## src/rtl/core/k_nearest_neighbor_finder_assert.svh

```systemverilog
// Assertion macros for the neighbor finder.
`ifndef K_NEAREST_NEIGHBOR_FINDER_ASSERT_SVH
`define K_NEAREST_NEIGHBOR_FINDER_ASSERT_SVH

// Same-cycle implication, checked outside reset.
`define KNN_ASSERT_NOW(label, clk, rst_n, ante, cons) \
    label: assert property (@(posedge clk) disable iff (!(rst_n)) (ante) |-> (cons)) \
        else $error("knn: same-cycle check failed");

// Next-cycle implication, checked outside reset.
`define KNN_ASSERT_NEXT(label, clk, rst_n, ante, cons) \
    label: assert property (@(posedge clk) disable iff (!(rst_n)) (ante) |=> (cons)) \
        else $error("knn: next-cycle check failed");

`endif

```

## src/rtl/core/knn_pkg.sv

```systemverilog
// ----------------------------------------------------------------------------
// knn_pkg
// Shared types, constants and codes of the k-nearest-neighbor finder.
// ----------------------------------------------------------------------------
`default_nettype none

package knn_pkg;

    localparam int AGENT_SLOTS_DEF    = 16;
    localparam int NEIGHBORS_KEPT_DEF = 4;

    localparam logic [15:0] RANGE_RESET = 16'd46341;

    // request codes
    localparam logic REQ_WRITE = 1'b0;
    localparam logic REQ_QUERY = 1'b1;

    // register index, taken from paddr[2]
    localparam logic REG_NEIGHBOR_RANGE = 1'b0;

    localparam int APB_AW = 3;
    localparam int APB_DW = 32;

    // arithmetic widths: 17-bit differences, 33-bit sum of squares
    localparam int DIFF_W = 17;
    localparam int PROD_W = 2 * DIFF_W;
    localparam int SQ_W   = 33;
    localparam int DIST_W = 17;
    localparam int REC_W  = 48;

    localparam logic [SQ_W-1:0] ROOT_BIT_INIT = SQ_W'(1) << (SQ_W - 1);

    typedef struct packed {
        logic               req_type;
        logic [3:0]         agent_index;
        logic signed [15:0] pos_x;
        logic signed [15:0] pos_y;
        logic [15:0]        heading_in;
        logic               active_in;
    } t_in;

    typedef struct packed {
        logic [3:0]  neighbor_id;
        logic        neighbor_valid;
        logic [15:0] distance_out;
        logic [15:0] relative_heading;
        logic        last;
    } t_out;

    typedef enum logic [3:0] {
        ST_IDLE,
        ST_QLATCH,
        ST_SCAN,
        ST_DIFF,
        ST_SQX,
        ST_SQY,
        ST_ROOT,
        ST_OFFER,
        ST_EMIT
    } t_state;

    typedef struct packed {
        logic sel_in_addr;
        logic write_rec;
        logic start_query;
        logic latch_q;
        logic next_cand;
        logic diff;
        logic sq_x;
        logic sq_y;
        logic root_step;
        logic offer;
        logic emit;
    } t_cmd;

    typedef struct packed {
        logic q_ok;
        logic cand_ok;
        logic cand_last;
        logic root_last;
        logic out_free;
        logic emit_last;
    } t_stat;

endpackage

`default_nettype wire

```

## src/rtl/core/knn_ram.sv

```systemverilog
// ----------------------------------------------------------------------------
// knn_ram
// Generic single-port-write, single-port-read RAM with registered read data.
// ----------------------------------------------------------------------------
`default_nettype none

module knn_ram #(
    parameter int WIDTH = 48,
    parameter int DEPTH = 16
) (
    input  wire logic                     i_clk,
    input  wire logic                     i_we,
    input  wire logic [$clog2(DEPTH)-1:0] i_waddr,
    input  wire logic [WIDTH-1:0]         i_wdata,
    input  wire logic [$clog2(DEPTH)-1:0] i_raddr,
    output logic      [WIDTH-1:0]         o_rdata
);

    logic [WIDTH-1:0] r_mem [DEPTH];

    always_ff @(posedge i_clk) begin
        if (i_we) begin
            r_mem[i_waddr] <= i_wdata;
        end
        o_rdata <= r_mem[i_raddr];
    end

endmodule

`default_nettype wire

```

## src/rtl/core/knn_ctrl.sv

```systemverilog
// ----------------------------------------------------------------------------
// knn_ctrl
// Sequencer: record writes, query fetch, per-candidate distance steps,
// square-root iterations and result emission.
// ----------------------------------------------------------------------------
`default_nettype none

module knn_ctrl (
    input  wire logic          i_clk,
    input  wire logic          i_rst_n,
    input  wire logic          i_in_valid,
    input  wire logic          i_req_type,
    input  wire knn_pkg::t_stat i_stat,
    output knn_pkg::t_cmd      o_cmd,
    output logic               o_in_stall
);

    knn_pkg::t_state r_state;
    knn_pkg::t_state n_state;

    always_ff @(posedge i_clk) begin
        if (!i_rst_n) begin
            r_state <= knn_pkg::ST_IDLE;
        end else begin
            r_state <= n_state;
        end
    end

    always_comb begin
        n_state    = r_state;
        o_cmd      = '0;
        o_in_stall = 1'b1;
        unique case (r_state)
            knn_pkg::ST_IDLE: begin
                o_in_stall        = 1'b0;
                o_cmd.sel_in_addr = 1'b1;
                if (i_in_valid) begin
                    if (i_req_type == knn_pkg::REQ_QUERY) begin
                        o_cmd.start_query = 1'b1;
                        n_state           = knn_pkg::ST_QLATCH;
                    end else begin
                        o_cmd.write_rec = 1'b1;
                    end
                end
            end
            knn_pkg::ST_QLATCH: begin
                o_cmd.latch_q = 1'b1;
                n_state = i_stat.q_ok ? knn_pkg::ST_SCAN : knn_pkg::ST_EMIT;
            end
            knn_pkg::ST_SCAN: begin
                // read of the candidate record is in flight when it qualifies
                if (i_stat.cand_ok) begin
                    n_state = knn_pkg::ST_DIFF;
                end else if (i_stat.cand_last) begin
                    n_state = knn_pkg::ST_EMIT;
                end else begin
                    o_cmd.next_cand = 1'b1;
                end
            end
            knn_pkg::ST_DIFF: begin
                o_cmd.diff = 1'b1;
                n_state    = knn_pkg::ST_SQX;
            end
            knn_pkg::ST_SQX: begin
                o_cmd.sq_x = 1'b1;
                n_state    = knn_pkg::ST_SQY;
            end
            knn_pkg::ST_SQY: begin
                o_cmd.sq_y = 1'b1;
                n_state    = knn_pkg::ST_ROOT;
            end
            knn_pkg::ST_ROOT: begin
                o_cmd.root_step = 1'b1;
                if (i_stat.root_last) begin
                    n_state = knn_pkg::ST_OFFER;
                end
            end
            knn_pkg::ST_OFFER: begin
                o_cmd.offer = 1'b1;
                if (i_stat.cand_last) begin
                    n_state = knn_pkg::ST_EMIT;
                end else begin
                    o_cmd.next_cand = 1'b1;
                    n_state         = knn_pkg::ST_SCAN;
                end
            end
            knn_pkg::ST_EMIT: begin
                if (i_stat.out_free) begin
                    o_cmd.emit = 1'b1;
                    if (i_stat.emit_last) begin
                        n_state = knn_pkg::ST_IDLE;
                    end
                end
            end
            default: begin
                n_state = knn_pkg::ST_IDLE;
            end
        endcase
    end

endmodule

`default_nettype wire

```

## src/rtl/core/knn_dp.sv

```systemverilog
// ----------------------------------------------------------------------------
// knn_dp
// Datapath: record table, active flags, distance arithmetic with a shared
// squarer and bit-serial square root, sorted kept list and output register.
// ----------------------------------------------------------------------------
`default_nettype none

module knn_dp #(
    parameter int AGENT_SLOTS    = knn_pkg::AGENT_SLOTS_DEF,
    parameter int NEIGHBORS_KEPT = knn_pkg::NEIGHBORS_KEPT_DEF
) (
    input  wire logic           i_clk,
    input  wire logic           i_rst_n,
    input  wire knn_pkg::t_cmd  i_cmd,
    output knn_pkg::t_stat      o_stat,
    input  wire knn_pkg::t_in   i_in_data,
    input  wire logic [15:0]    i_range,
    output logic                o_out_valid,
    output knn_pkg::t_out       o_out_data,
    input  wire logic           i_out_stall
);

    localparam int AW = $clog2(AGENT_SLOTS);
    localparam int IW = ((AW > 4) ? AW : 4) + 1;
    localparam int KN = NEIGHBORS_KEPT;
    localparam int KW = (KN > 1) ? $clog2(KN) : 1;

    // input slot decode
    logic [IW-1:0] in_idx_ext;
    logic          in_range_ok;
    logic [AW-1:0] in_addr;

    assign in_idx_ext  = IW'(i_in_data.agent_index);
    assign in_range_ok = in_idx_ext < IW'(AGENT_SLOTS);
    assign in_addr     = in_idx_ext[AW-1:0];

    // record table
    logic                     ram_we;
    logic [AW-1:0]            ram_raddr;
    logic [knn_pkg::REC_W-1:0] ram_wdata;
    logic [knn_pkg::REC_W-1:0] ram_rdata;
    logic signed [15:0]       rd_x;
    logic signed [15:0]       rd_y;
    logic [15:0]              rd_h;

    logic [AW-1:0] r_cand;

    assign ram_we    = i_cmd.write_rec && in_range_ok;
    assign ram_wdata = {i_in_data.pos_x, i_in_data.pos_y, i_in_data.heading_in};
    assign ram_raddr = i_cmd.sel_in_addr ? in_addr : r_cand;
    assign rd_x      = ram_rdata[47:32];
    assign rd_y      = ram_rdata[31:16];
    assign rd_h      = ram_rdata[15:0];

    knn_ram #(
        .WIDTH (knn_pkg::REC_W),
        .DEPTH (AGENT_SLOTS)
    ) u_table (
        .i_clk   (i_clk),
        .i_we    (ram_we),
        .i_waddr (in_addr),
        .i_wdata (ram_wdata),
        .i_raddr (ram_raddr),
        .o_rdata (ram_rdata)
    );

    logic [2**AW-1:0] r_active;

    always_ff @(posedge i_clk) begin
        if (!i_rst_n) begin
            r_active <= '0;
        end else if (ram_we) begin
            r_active[in_addr] <= i_in_data.active_in;
        end
    end

    // query record
    logic [AW-1:0]      r_qidx;
    logic               r_q_ok;
    logic signed [15:0] r_qx;
    logic signed [15:0] r_qy;
    logic [15:0]        r_qh;

    // distance arithmetic
    logic signed [knn_pkg::DIFF_W-1:0] r_dx;
    logic signed [knn_pkg::DIFF_W-1:0] r_dy;
    logic [15:0]                       r_rel;
    logic signed [knn_pkg::DIFF_W-1:0] mul_in;
    logic signed [knn_pkg::PROD_W-1:0] prod;
    logic [knn_pkg::SQ_W-1:0]          sq;
    logic [knn_pkg::SQ_W-1:0]          r_acc;
    logic [knn_pkg::SQ_W-1:0]          r_root;
    logic [knn_pkg::SQ_W-1:0]          r_bit;
    logic [knn_pkg::SQ_W:0]            trial;
    logic                              trial_fits;

    assign mul_in     = i_cmd.sq_x ? r_dx : r_dy;
    assign prod       = mul_in * mul_in;
    assign sq         = prod[knn_pkg::SQ_W-1:0];
    assign trial      = {1'b0, r_root} + {1'b0, r_bit};
    assign trial_fits = {1'b0, r_acc} >= trial;

    always_ff @(posedge i_clk) begin
        if (i_cmd.start_query) begin
            r_qidx <= in_addr;
            r_q_ok <= in_range_ok && r_active[in_addr];
            r_cand <= '0;
        end else if (i_cmd.next_cand) begin
            r_cand <= r_cand + AW'(1);
        end
        if (i_cmd.latch_q) begin
            r_qx <= rd_x;
            r_qy <= rd_y;
            r_qh <= rd_h;
        end
        if (i_cmd.diff) begin
            r_dx  <= knn_pkg::DIFF_W'(rd_x) - knn_pkg::DIFF_W'(r_qx);
            r_dy  <= knn_pkg::DIFF_W'(rd_y) - knn_pkg::DIFF_W'(r_qy);
            r_rel <= rd_h - r_qh;
        end
        if (i_cmd.sq_x) begin
            r_acc <= sq;
        end else if (i_cmd.sq_y) begin
            r_acc <= r_acc + sq;
        end else if (i_cmd.root_step && trial_fits) begin
            r_acc <= r_acc - trial[knn_pkg::SQ_W-1:0];
        end
        if (i_cmd.sq_y) begin
            r_root <= '0;
            r_bit  <= knn_pkg::ROOT_BIT_INIT;
        end else if (i_cmd.root_step) begin
            if (trial_fits) begin
                r_root <= (r_root >> 1) + r_bit;
            end else begin
                r_root <= r_root >> 1;
            end
            r_bit <= r_bit >> 2;
        end
    end

    // kept list, sorted by (distance, id); valid entries form a prefix
    logic [KN-1:0] r_kv;
    logic [KN-1:0] n_kv;
    logic [AW-1:0] r_kid  [KN];
    logic [AW-1:0] n_kid  [KN];
    logic [15:0]   r_kd   [KN];
    logic [15:0]   n_kd   [KN];
    logic [15:0]   r_krel [KN];
    logic [15:0]   n_krel [KN];

    logic [knn_pkg::DIST_W-1:0] cand_dist;
    logic                       in_reach;
    logic [KN-1:0]              le;
    logic [KN:0]                le_ext;

    assign cand_dist = r_root[knn_pkg::DIST_W-1:0];
    assign in_reach  = cand_dist <= {1'b0, i_range};

    // the last entry counts only when strictly nearer: a tie there is displaced
    always_comb begin
        for (int k = 0; k < KN; k++) begin
            le[k] = r_kv[k] && ((r_kd[k] < cand_dist[15:0]) ||
                                ((r_kd[k] == cand_dist[15:0]) && (k != KN - 1)));
        end
        le_ext = {le, 1'b1};
    end

    always_comb begin
        n_kv   = r_kv;
        n_kid  = r_kid;
        n_kd   = r_kd;
        n_krel = r_krel;
        if (i_cmd.start_query) begin
            n_kv = '0;
        end else if (i_cmd.offer && in_reach) begin
            // a later candidate has a higher id, so it goes after equal distances;
            // a tie with the last entry of a full list takes its place,
            // farther than that and nothing moves
            for (int k = 0; k < KN; k++) begin
                if (!le[k] && le_ext[k]) begin
                    n_kv[k]   = 1'b1;
                    n_kid[k]  = r_cand;
                    n_kd[k]   = cand_dist[15:0];
                    n_krel[k] = r_rel;
                end
            end
            for (int k = 1; k < KN; k++) begin
                if (!le[k] && !le_ext[k]) begin
                    n_kv[k]   = r_kv[k-1];
                    n_kid[k]  = r_kid[k-1];
                    n_kd[k]   = r_kd[k-1];
                    n_krel[k] = r_krel[k-1];
                end
            end
        end else if (i_cmd.emit) begin
            for (int k = 0; k < KN - 1; k++) begin
                n_kv[k]   = r_kv[k+1];
                n_kid[k]  = r_kid[k+1];
                n_kd[k]   = r_kd[k+1];
                n_krel[k] = r_krel[k+1];
            end
            n_kv[KN-1] = 1'b0;
        end
    end

    always_ff @(posedge i_clk) begin
        if (!i_rst_n) begin
            r_kv <= '0;
        end else begin
            r_kv <= n_kv;
        end
        r_kid  <= n_kid;
        r_kd   <= n_kd;
        r_krel <= n_krel;
    end

    // result emission
    logic [KW-1:0]  r_emit;
    logic           emit_last;
    logic           n_out_valid;
    knn_pkg::t_out  n_out_data;

    assign emit_last = r_emit == KW'(KN - 1);

    always_comb begin
        n_out_data.neighbor_valid   = r_kv[0];
        n_out_data.neighbor_id      = r_kv[0] ? 4'(r_kid[0]) : 4'd0;
        n_out_data.distance_out     = r_kv[0] ? r_kd[0] : 16'd0;
        n_out_data.relative_heading = r_kv[0] ? r_krel[0] : 16'd0;
        n_out_data.last             = emit_last;
        if (i_cmd.emit) begin
            n_out_valid = 1'b1;
        end else begin
            n_out_valid = o_out_valid && i_out_stall;
        end
    end

    always_ff @(posedge i_clk) begin
        if (!i_rst_n) begin
            o_out_valid <= 1'b0;
        end else begin
            o_out_valid <= n_out_valid;
        end
        if (i_cmd.emit) begin
            o_out_data <= n_out_data;
        end
        if (i_cmd.start_query) begin
            r_emit <= '0;
        end else if (i_cmd.emit) begin
            r_emit <= r_emit + KW'(1);
        end
    end

    assign o_stat.q_ok      = r_q_ok;
    assign o_stat.cand_ok   = r_active[r_cand] && (r_cand != r_qidx);
    assign o_stat.cand_last = r_cand == AW'(AGENT_SLOTS - 1);
    assign o_stat.root_last = r_bit[0];
    assign o_stat.out_free  = !o_out_valid || !i_out_stall;
    assign o_stat.emit_last = emit_last;

endmodule

`default_nettype wire

```

## src/rtl/core/k_nearest_neighbor_finder.sv

```systemverilog
// ----------------------------------------------------------------------------
// k_nearest_neighbor_finder
// Keeps a table of agent records and reports the nearest active agents of a
// queried agent, nearest first, with distance and relative heading.
// ----------------------------------------------------------------------------
// Channel   Direction  Signals                                   Payload
// in        input      i_in_valid / o_in_stall                   knn_pkg::t_in
// out       output     o_out_valid / i_out_stall                 knn_pkg::t_out
// config    APB        psel penable pwrite paddr pwdata prdata   neighbor_range
//
// A query scans every one of the AGENT_SLOTS records, and the 17-step bit-serial
// square root of each active candidate dominates its work. An inactive or
// out-of-table querying agent skips the scan. The block works on one item at a
// time; results leave through a registered output stage, and output stalls
// stretch only the emission phase. Reset is synchronous and clears the active
// flags, so no clearing pass runs.
// ----------------------------------------------------------------------------
`default_nettype none

`include "k_nearest_neighbor_finder_assert.svh"

module k_nearest_neighbor_finder #(
    parameter int AGENT_SLOTS    = knn_pkg::AGENT_SLOTS_DEF,
    parameter int NEIGHBORS_KEPT = knn_pkg::NEIGHBORS_KEPT_DEF
) (
    input  wire logic                          i_clk,
    input  wire logic                          i_rst_n,
    input  wire logic                          i_in_valid,
    output logic                               o_in_stall,
    input  wire knn_pkg::t_in                  i_in_data,
    output logic                               o_out_valid,
    input  wire logic                          i_out_stall,
    output knn_pkg::t_out                      o_out_data,
    input  wire logic                          psel,
    input  wire logic                          penable,
    input  wire logic                          pwrite,
    input  wire logic [knn_pkg::APB_AW-1:0]    paddr,
    input  wire logic [knn_pkg::APB_DW-1:0]    pwdata,
    output logic [knn_pkg::APB_DW-1:0]         prdata,
    output logic                               pready
);

    logic [15:0] r_range;
    logic        cfg_write;

    assign pready    = 1'b1;
    assign cfg_write = psel && penable && pwrite && pready
                       && (paddr[2] == knn_pkg::REG_NEIGHBOR_RANGE);

    always_ff @(posedge i_clk) begin
        if (!i_rst_n) begin
            r_range <= knn_pkg::RANGE_RESET;
        end else if (cfg_write) begin
            r_range <= pwdata[15:0];
        end
    end

    always_comb begin
        if (paddr[2] == knn_pkg::REG_NEIGHBOR_RANGE) begin
            prdata = knn_pkg::APB_DW'(r_range);
        end else begin
            prdata = '0;
        end
    end

    knn_pkg::t_cmd  cmd;
    knn_pkg::t_stat stat;

    knn_ctrl u_ctrl (
        .i_clk      (i_clk),
        .i_rst_n    (i_rst_n),
        .i_in_valid (i_in_valid),
        .i_req_type (i_in_data.req_type),
        .i_stat     (stat),
        .o_cmd      (cmd),
        .o_in_stall (o_in_stall)
    );

    knn_dp #(
        .AGENT_SLOTS    (AGENT_SLOTS),
        .NEIGHBORS_KEPT (NEIGHBORS_KEPT)
    ) u_dp (
        .i_clk       (i_clk),
        .i_rst_n     (i_rst_n),
        .i_cmd       (cmd),
        .o_stat      (stat),
        .i_in_data   (i_in_data),
        .i_range     (r_range),
        .o_out_valid (o_out_valid),
        .o_out_data  (o_out_data),
        .i_out_stall (i_out_stall)
    );

    logic query_xfer;
    logic empty_result;
    logic empty_payload_zero;
    logic valid_result;
    logic reach_ok;

    assign query_xfer         = i_in_valid && !o_in_stall
                                && (i_in_data.req_type == knn_pkg::REQ_QUERY);
    assign empty_result       = o_out_valid && !o_out_data.neighbor_valid;
    assign empty_payload_zero = (o_out_data.neighbor_id == 4'd0)
                                && (o_out_data.distance_out == 16'd0)
                                && (o_out_data.relative_heading == 16'd0);
    assign valid_result       = o_out_valid && o_out_data.neighbor_valid;
    assign reach_ok           = o_out_data.distance_out <= r_range;

    // a query transfer must be followed by a closed input
    `KNN_ASSERT_NEXT(a_query_blocks_input, i_clk, i_rst_n, query_xfer, o_in_stall)
    // empty slots carry zero payload
    `KNN_ASSERT_NOW(a_empty_slot_zero, i_clk, i_rst_n, empty_result, empty_payload_zero)
    // a reported neighbor never lies beyond the range register
    `KNN_ASSERT_NOW(a_kept_in_range, i_clk, i_rst_n, valid_result, reach_ok)

endmodule

`default_nettype wire

```

## config.mk

```make
export PLATFORM = sky130hd
export DESIGN_NAME = k_nearest_neighbor_finder
export DESIGN_NICKNAME = d
export VERILOG_FILES = /design/src/rtl/core/knn_pkg.sv /design/src/rtl/core/knn_ram.sv /design/src/rtl/core/knn_ctrl.sv /design/src/rtl/core/knn_dp.sv /design/src/rtl/core/k_nearest_neighbor_finder.sv
export VERILOG_INCLUDE_DIRS = /design/src /design/src/rtl/core
export SDC_FILE = /design/constraint.sdc
export NUM_CORES = 2
export LEC_CHECK = 0
export ABC_AREA = 0
export BUFFER_PORTS_ARGS = -buffer_cell sky130_fd_sc_hd__buf_2
export CORE_MARGIN = 2
export CORE_UTILIZATION = 55
export CTS_CLUSTER_SIZE = 20
export DETAILED_ROUTE_END_ITERATION = 16
export PLACE_DENSITY = 0.74
export SLEW_MARGIN = 10
export SYNTH_ARGS = -nofsm -noshare
export SYNTH_HDL_FRONTEND = slang
export SYNTH_SLANG_ARGS = --single-unit
```

## constraint.sdc

```tcl
create_clock -name i_clk -period 10.1 [get_ports i_clk]
set_clock_uncertainty 0.05 [all_clocks]
set_input_delay 2.02 -clock i_clk [delete_from_list [all_inputs] [get_ports i_clk]]
set_output_delay 2.02 -clock i_clk [all_outputs]
set_load 0.02 [all_outputs]
```

==> summary.md <==
| Metric | Value |
|---|---|
| Status | `completed` |
| R2R Path Start | `u_ctrl.r_state[0]` |
| Worst IR Drop VDD | `0.0001864 V` |
| Post-Syn Area | `67,240 um^2` |
| Ys flop type | `edfxtp_1` |
| Net count, final | `6,612` |
| Sequential share of power | `0.399` |
| Clk root buf | `clkbuf_16` |
| Die Y | `353.7 um` |
| CP required | `10.54 ns` |
| Slew margin rel. | `0.2333` |
| Via density | `5.875` |
| First-pass iteration count of the detailed router | `5` |
| # Max-Cap Violations | `0` |
| Clock transition at path regs | `0.06 ns` |
| Die Wd | `353.7 um` |
| Most common cell after layout, fill and taps aside | `edfxtp_1` |
| Worst Path Max Fanout | `11` |
| Comb pwr share | `0.287` |
| Layout cells sized above 1 | `0.09658` |
| Final HPWL DP | `around 97,000 um` |
| WS Path Type | `reg2reg` |
| Slew @ Worst Pin | `approximately 1.1 ns` |
| Clock sink count | `1,231` |
| DR vias | `45,117` |
| IO Pins | `169` |
| Origin of the worst setup path | `u_ctrl.r_state[0]` |
| Design area | `~74,000 um^2` |
| #FFs+latches synth | `~1,200` |
| Fin. Hold Viols | `0` |
| Routed WL | `155,500 um` |
| Most frequent cells in the layout | `1,086 x edfxtp_1, 797 x nand2_1, 479 x inv_1, 309 x ha_1, 284 x a21oi_1` |
| Power Density | `202.2 nW/um^2` |
| Power Internal | `approximately 10 mW` |
| Placement Cell Area | `69,750 um^2` |
| Initial antenna violation count | `23` |
| Synthesized area per cell | `between 10 and 15 um^2` |
| P&R area growth vs syn | `10.40%` |
| Tot GR Track Use | `0.2442` |
| Routed wire per std cell | `20.25 um` |
| Switch Pwr | `4.781 mW` |
| Sw Share | `0.3185` |
| Post-synth EDFFs | `around 1,100` |
| Clock Path Buffers | `3` |
| FP Rows | `128` |
| Clock Latency Late Sink | `0.78 ns` |
| Crit. End Element | `flip-flop` |
| Fillcell total | `9,347` |
| Hold depth | `0` |
| CP Launch Type | `flip-flop` |
| Core Box Area | `between 100,000 and 150,000 um^2` |
| # DRC | `0` |
| Yosys cell types | `94` |
| Vias in the first global route | `43,813` |
| Cell count after synthesis | `5,865` |
| Max Slew Vio Count | `0` |
| Pin count of the biggest net entering global routing | `180` |
| Fin crit share | `0.9518` |
| Routed Antenna Nets | `0` |
| Launch point of the worst hold path | `u_dp.u_table.o_rdata[32]` |
| Class of the worst hold path | `reg2reg` |
| CTS buffer count | `130` |
| H-tree depth | `4` |
| Ys Warns | `0` |
| Fmax | `0.1040 GHz` |
| CP max stage cell | `fa_1` |
| Setup-failing EPs final | `0` |
| Initial DRC count | `4,163` |
| Setup TNS | `0 ns` |
| R2r endpoint | `u_dp.r_acc[32]` |
| Final min period | `9.613 ns` |
| CTS tree | `done` |
| Grt ovf | `0` |
| Hold Path Sink | `u_dp.r_qx[0]` |
| Initial Utilization | `0.5532` |
| Global-route wire length before repair | `around 240,000 um` |
| Worst R2R Path Depth | `38` |
| FFs w/ async S/R, synth | `0` |
| Die Area | `approximately 130,000 um^2` |
| I/O Buffers | `133` |
| Pleak | `27.83 nW` |
| FF-to-FF setup slack | `between 0.4 and 0.5 ns` |
| WP data arrival | `between 10 and 15 ns` |
| CP most frequent cell | `fa_1` |
| Seq/Total Area, Yosys | `0.5281` |
| Clock power share | `0.314` |
| CP max stage delay | `between 0.5 and 0.6 ns` |
| Final GP Congestion | `0.9374` |
## synthesized netlist by cell type, drive strengths merged, types with 22 or more instances
library cell,number,area (um^2)
a21o,49,367.9
buf,68,367.9
xor2,50,437.9
a31oi,127,809.5
and2,239,1495
o211ai,22,178.9
a21oi,291,1460
fa,268,5365
mux2i,108,1081
o21ai,259,1300
a311oi,103,908.4
dfxtp,145,2903
inv,483,1813
nand3,40,200.2
nor2,281,1057
a211oi,269,2024
xnor2,123,1092
nor2b,47,294.0
mux2,53,596.8
nor3,50,270.3
edfxtp,1086,32610
o21a,26,195.2
nand2,804,3018
clkbuf,244,915.9
a21boi,34,255.2
ha,311,3891
nand2b,30,187.7
nand4,39,250.2
## flip-flops by register name (all words and copies together) (netlist names), 17 cells and up
| signal | count |
|---|---|
| u_dp.r_kd | 64 |
| u_dp.r_root | 33 |
| u_dp.r_dx | 17 |
| u_dp.u_table.o_rdata | 48 |
| u_dp.u_table.r_mem | 768 |
| u_dp.o_out_data | 38 |
| u_dp.r_bit | 17 |
| u_dp.r_acc | 33 |
| u_dp.r_dy | 17 |
| u_dp.r_krel | 64 |
## stage by stage
step | hold WS, ns | power, mW | cells | setup slack (ns) | util
floorplan | 0.3582 | 9.188 | 5880 | 0.4563 | -
global placement | 0.3682 | 10.24 | 7421 | 0.2976 | 0.5738
detailed placement | 0.3677 | 10.35 | 7421 | 0.05376 | 0.5738
CTS | 0.3818 | 15.06 | 7663 | 0.01341 | 0.6087
global route | 0.3930 | 15.80 | 7674 | -0.05710 | 0.6106
finish | 0.3807 | 15.01 | 7679 | 0.4867 | 0.6107
## cells by family after synthesis
family | Yosys count | synth area share
compound gates | 1292 | 0.1266
xor+xnor | 173 | 0.02276
fa+ha+maj | 579 | 0.1377
buf+inv | 799 | 0.04627
flops | 1231 | 0.5281
mux | 171 | 0.02830
other cells | 2 | 0.0001117
simple gates | 1618 | 0.1102
## how the worst max path moves through the flow
stage,end,slack [ns],depth (start not counted)
6_report,u_dp.r_acc[32],0.49,38
5_1_grt,u_dp.r_acc[32],-0.06,39
4_1_cts,u_dp.r_acc[32],0.01,40
3_5_place_dp,u_dp.r_acc[32],0.05,40
3_3_place_gp,u_dp.r_acc[32],0.30,40
2_1_floorplan,u_dp.r_acc[32],0.46,41
## routing by layer
layer,global-route usage,routed length (um),vias up
li1,-,-,21117
met1,0.3320,66070,22128
met2,0.3964,73660,1529
met3,0.04577,11030,325
met4,0.08221,4626,18
met5,0,103,-
## power by group through the flow
stage	clock network [mW]	logic (mW)	registers, mW
2_1_floorplan	0	3.14	6.05
3_3_place_gp	0	4.15	6.09
3_5_place_dp	0	4.25	6.10
4_1_cts	4.79	4.28	5.99
5_1_grt	4.98	4.82	6.01
6_report	4.71	4.31	5.99
## area by class of cell
cell class                      instances  area (um^2)  share of cell area
Clock inverter                         55        608.1            0.008191
Tap cell                             1625         2033             0.02739
Inverter                              487         1832             0.02467
Multi-Input combinational cell       3851        29080              0.3917
Sequential cell                      1231        35510              0.4784
Timing Repair Buffer                  236         1521             0.02049
Antenna cell                            7        17.52           0.0002359
Clock buffer                          187         3631             0.04891
## critical path, delay by kind of cell (launching register included)
| kind | cells | cell delay [ns] |
|---|---|---|
| flip-flops | 1 | 0.31 |
| XOR/XNOR | 2 | 0.47 |
| buffers and inverters | 7 | 0.87 |
| AO/OA/AOI/OAI | 13 | 2.41 |
| adder cells (fa/ha/maj) | 8 | 3.69 |
| AND/OR/NAND/NOR | 7 | 1.13 |
| multiplexers | 1 | 0.39 |
## timing repair
item                                    CTS  global route
setup buffers                             0             6
endpoints found under the setup margin    0             9
hold buffers                              0             0
gates resized for setup                   0            44
No activity file was read; power rests on OpenSTA's default activity.
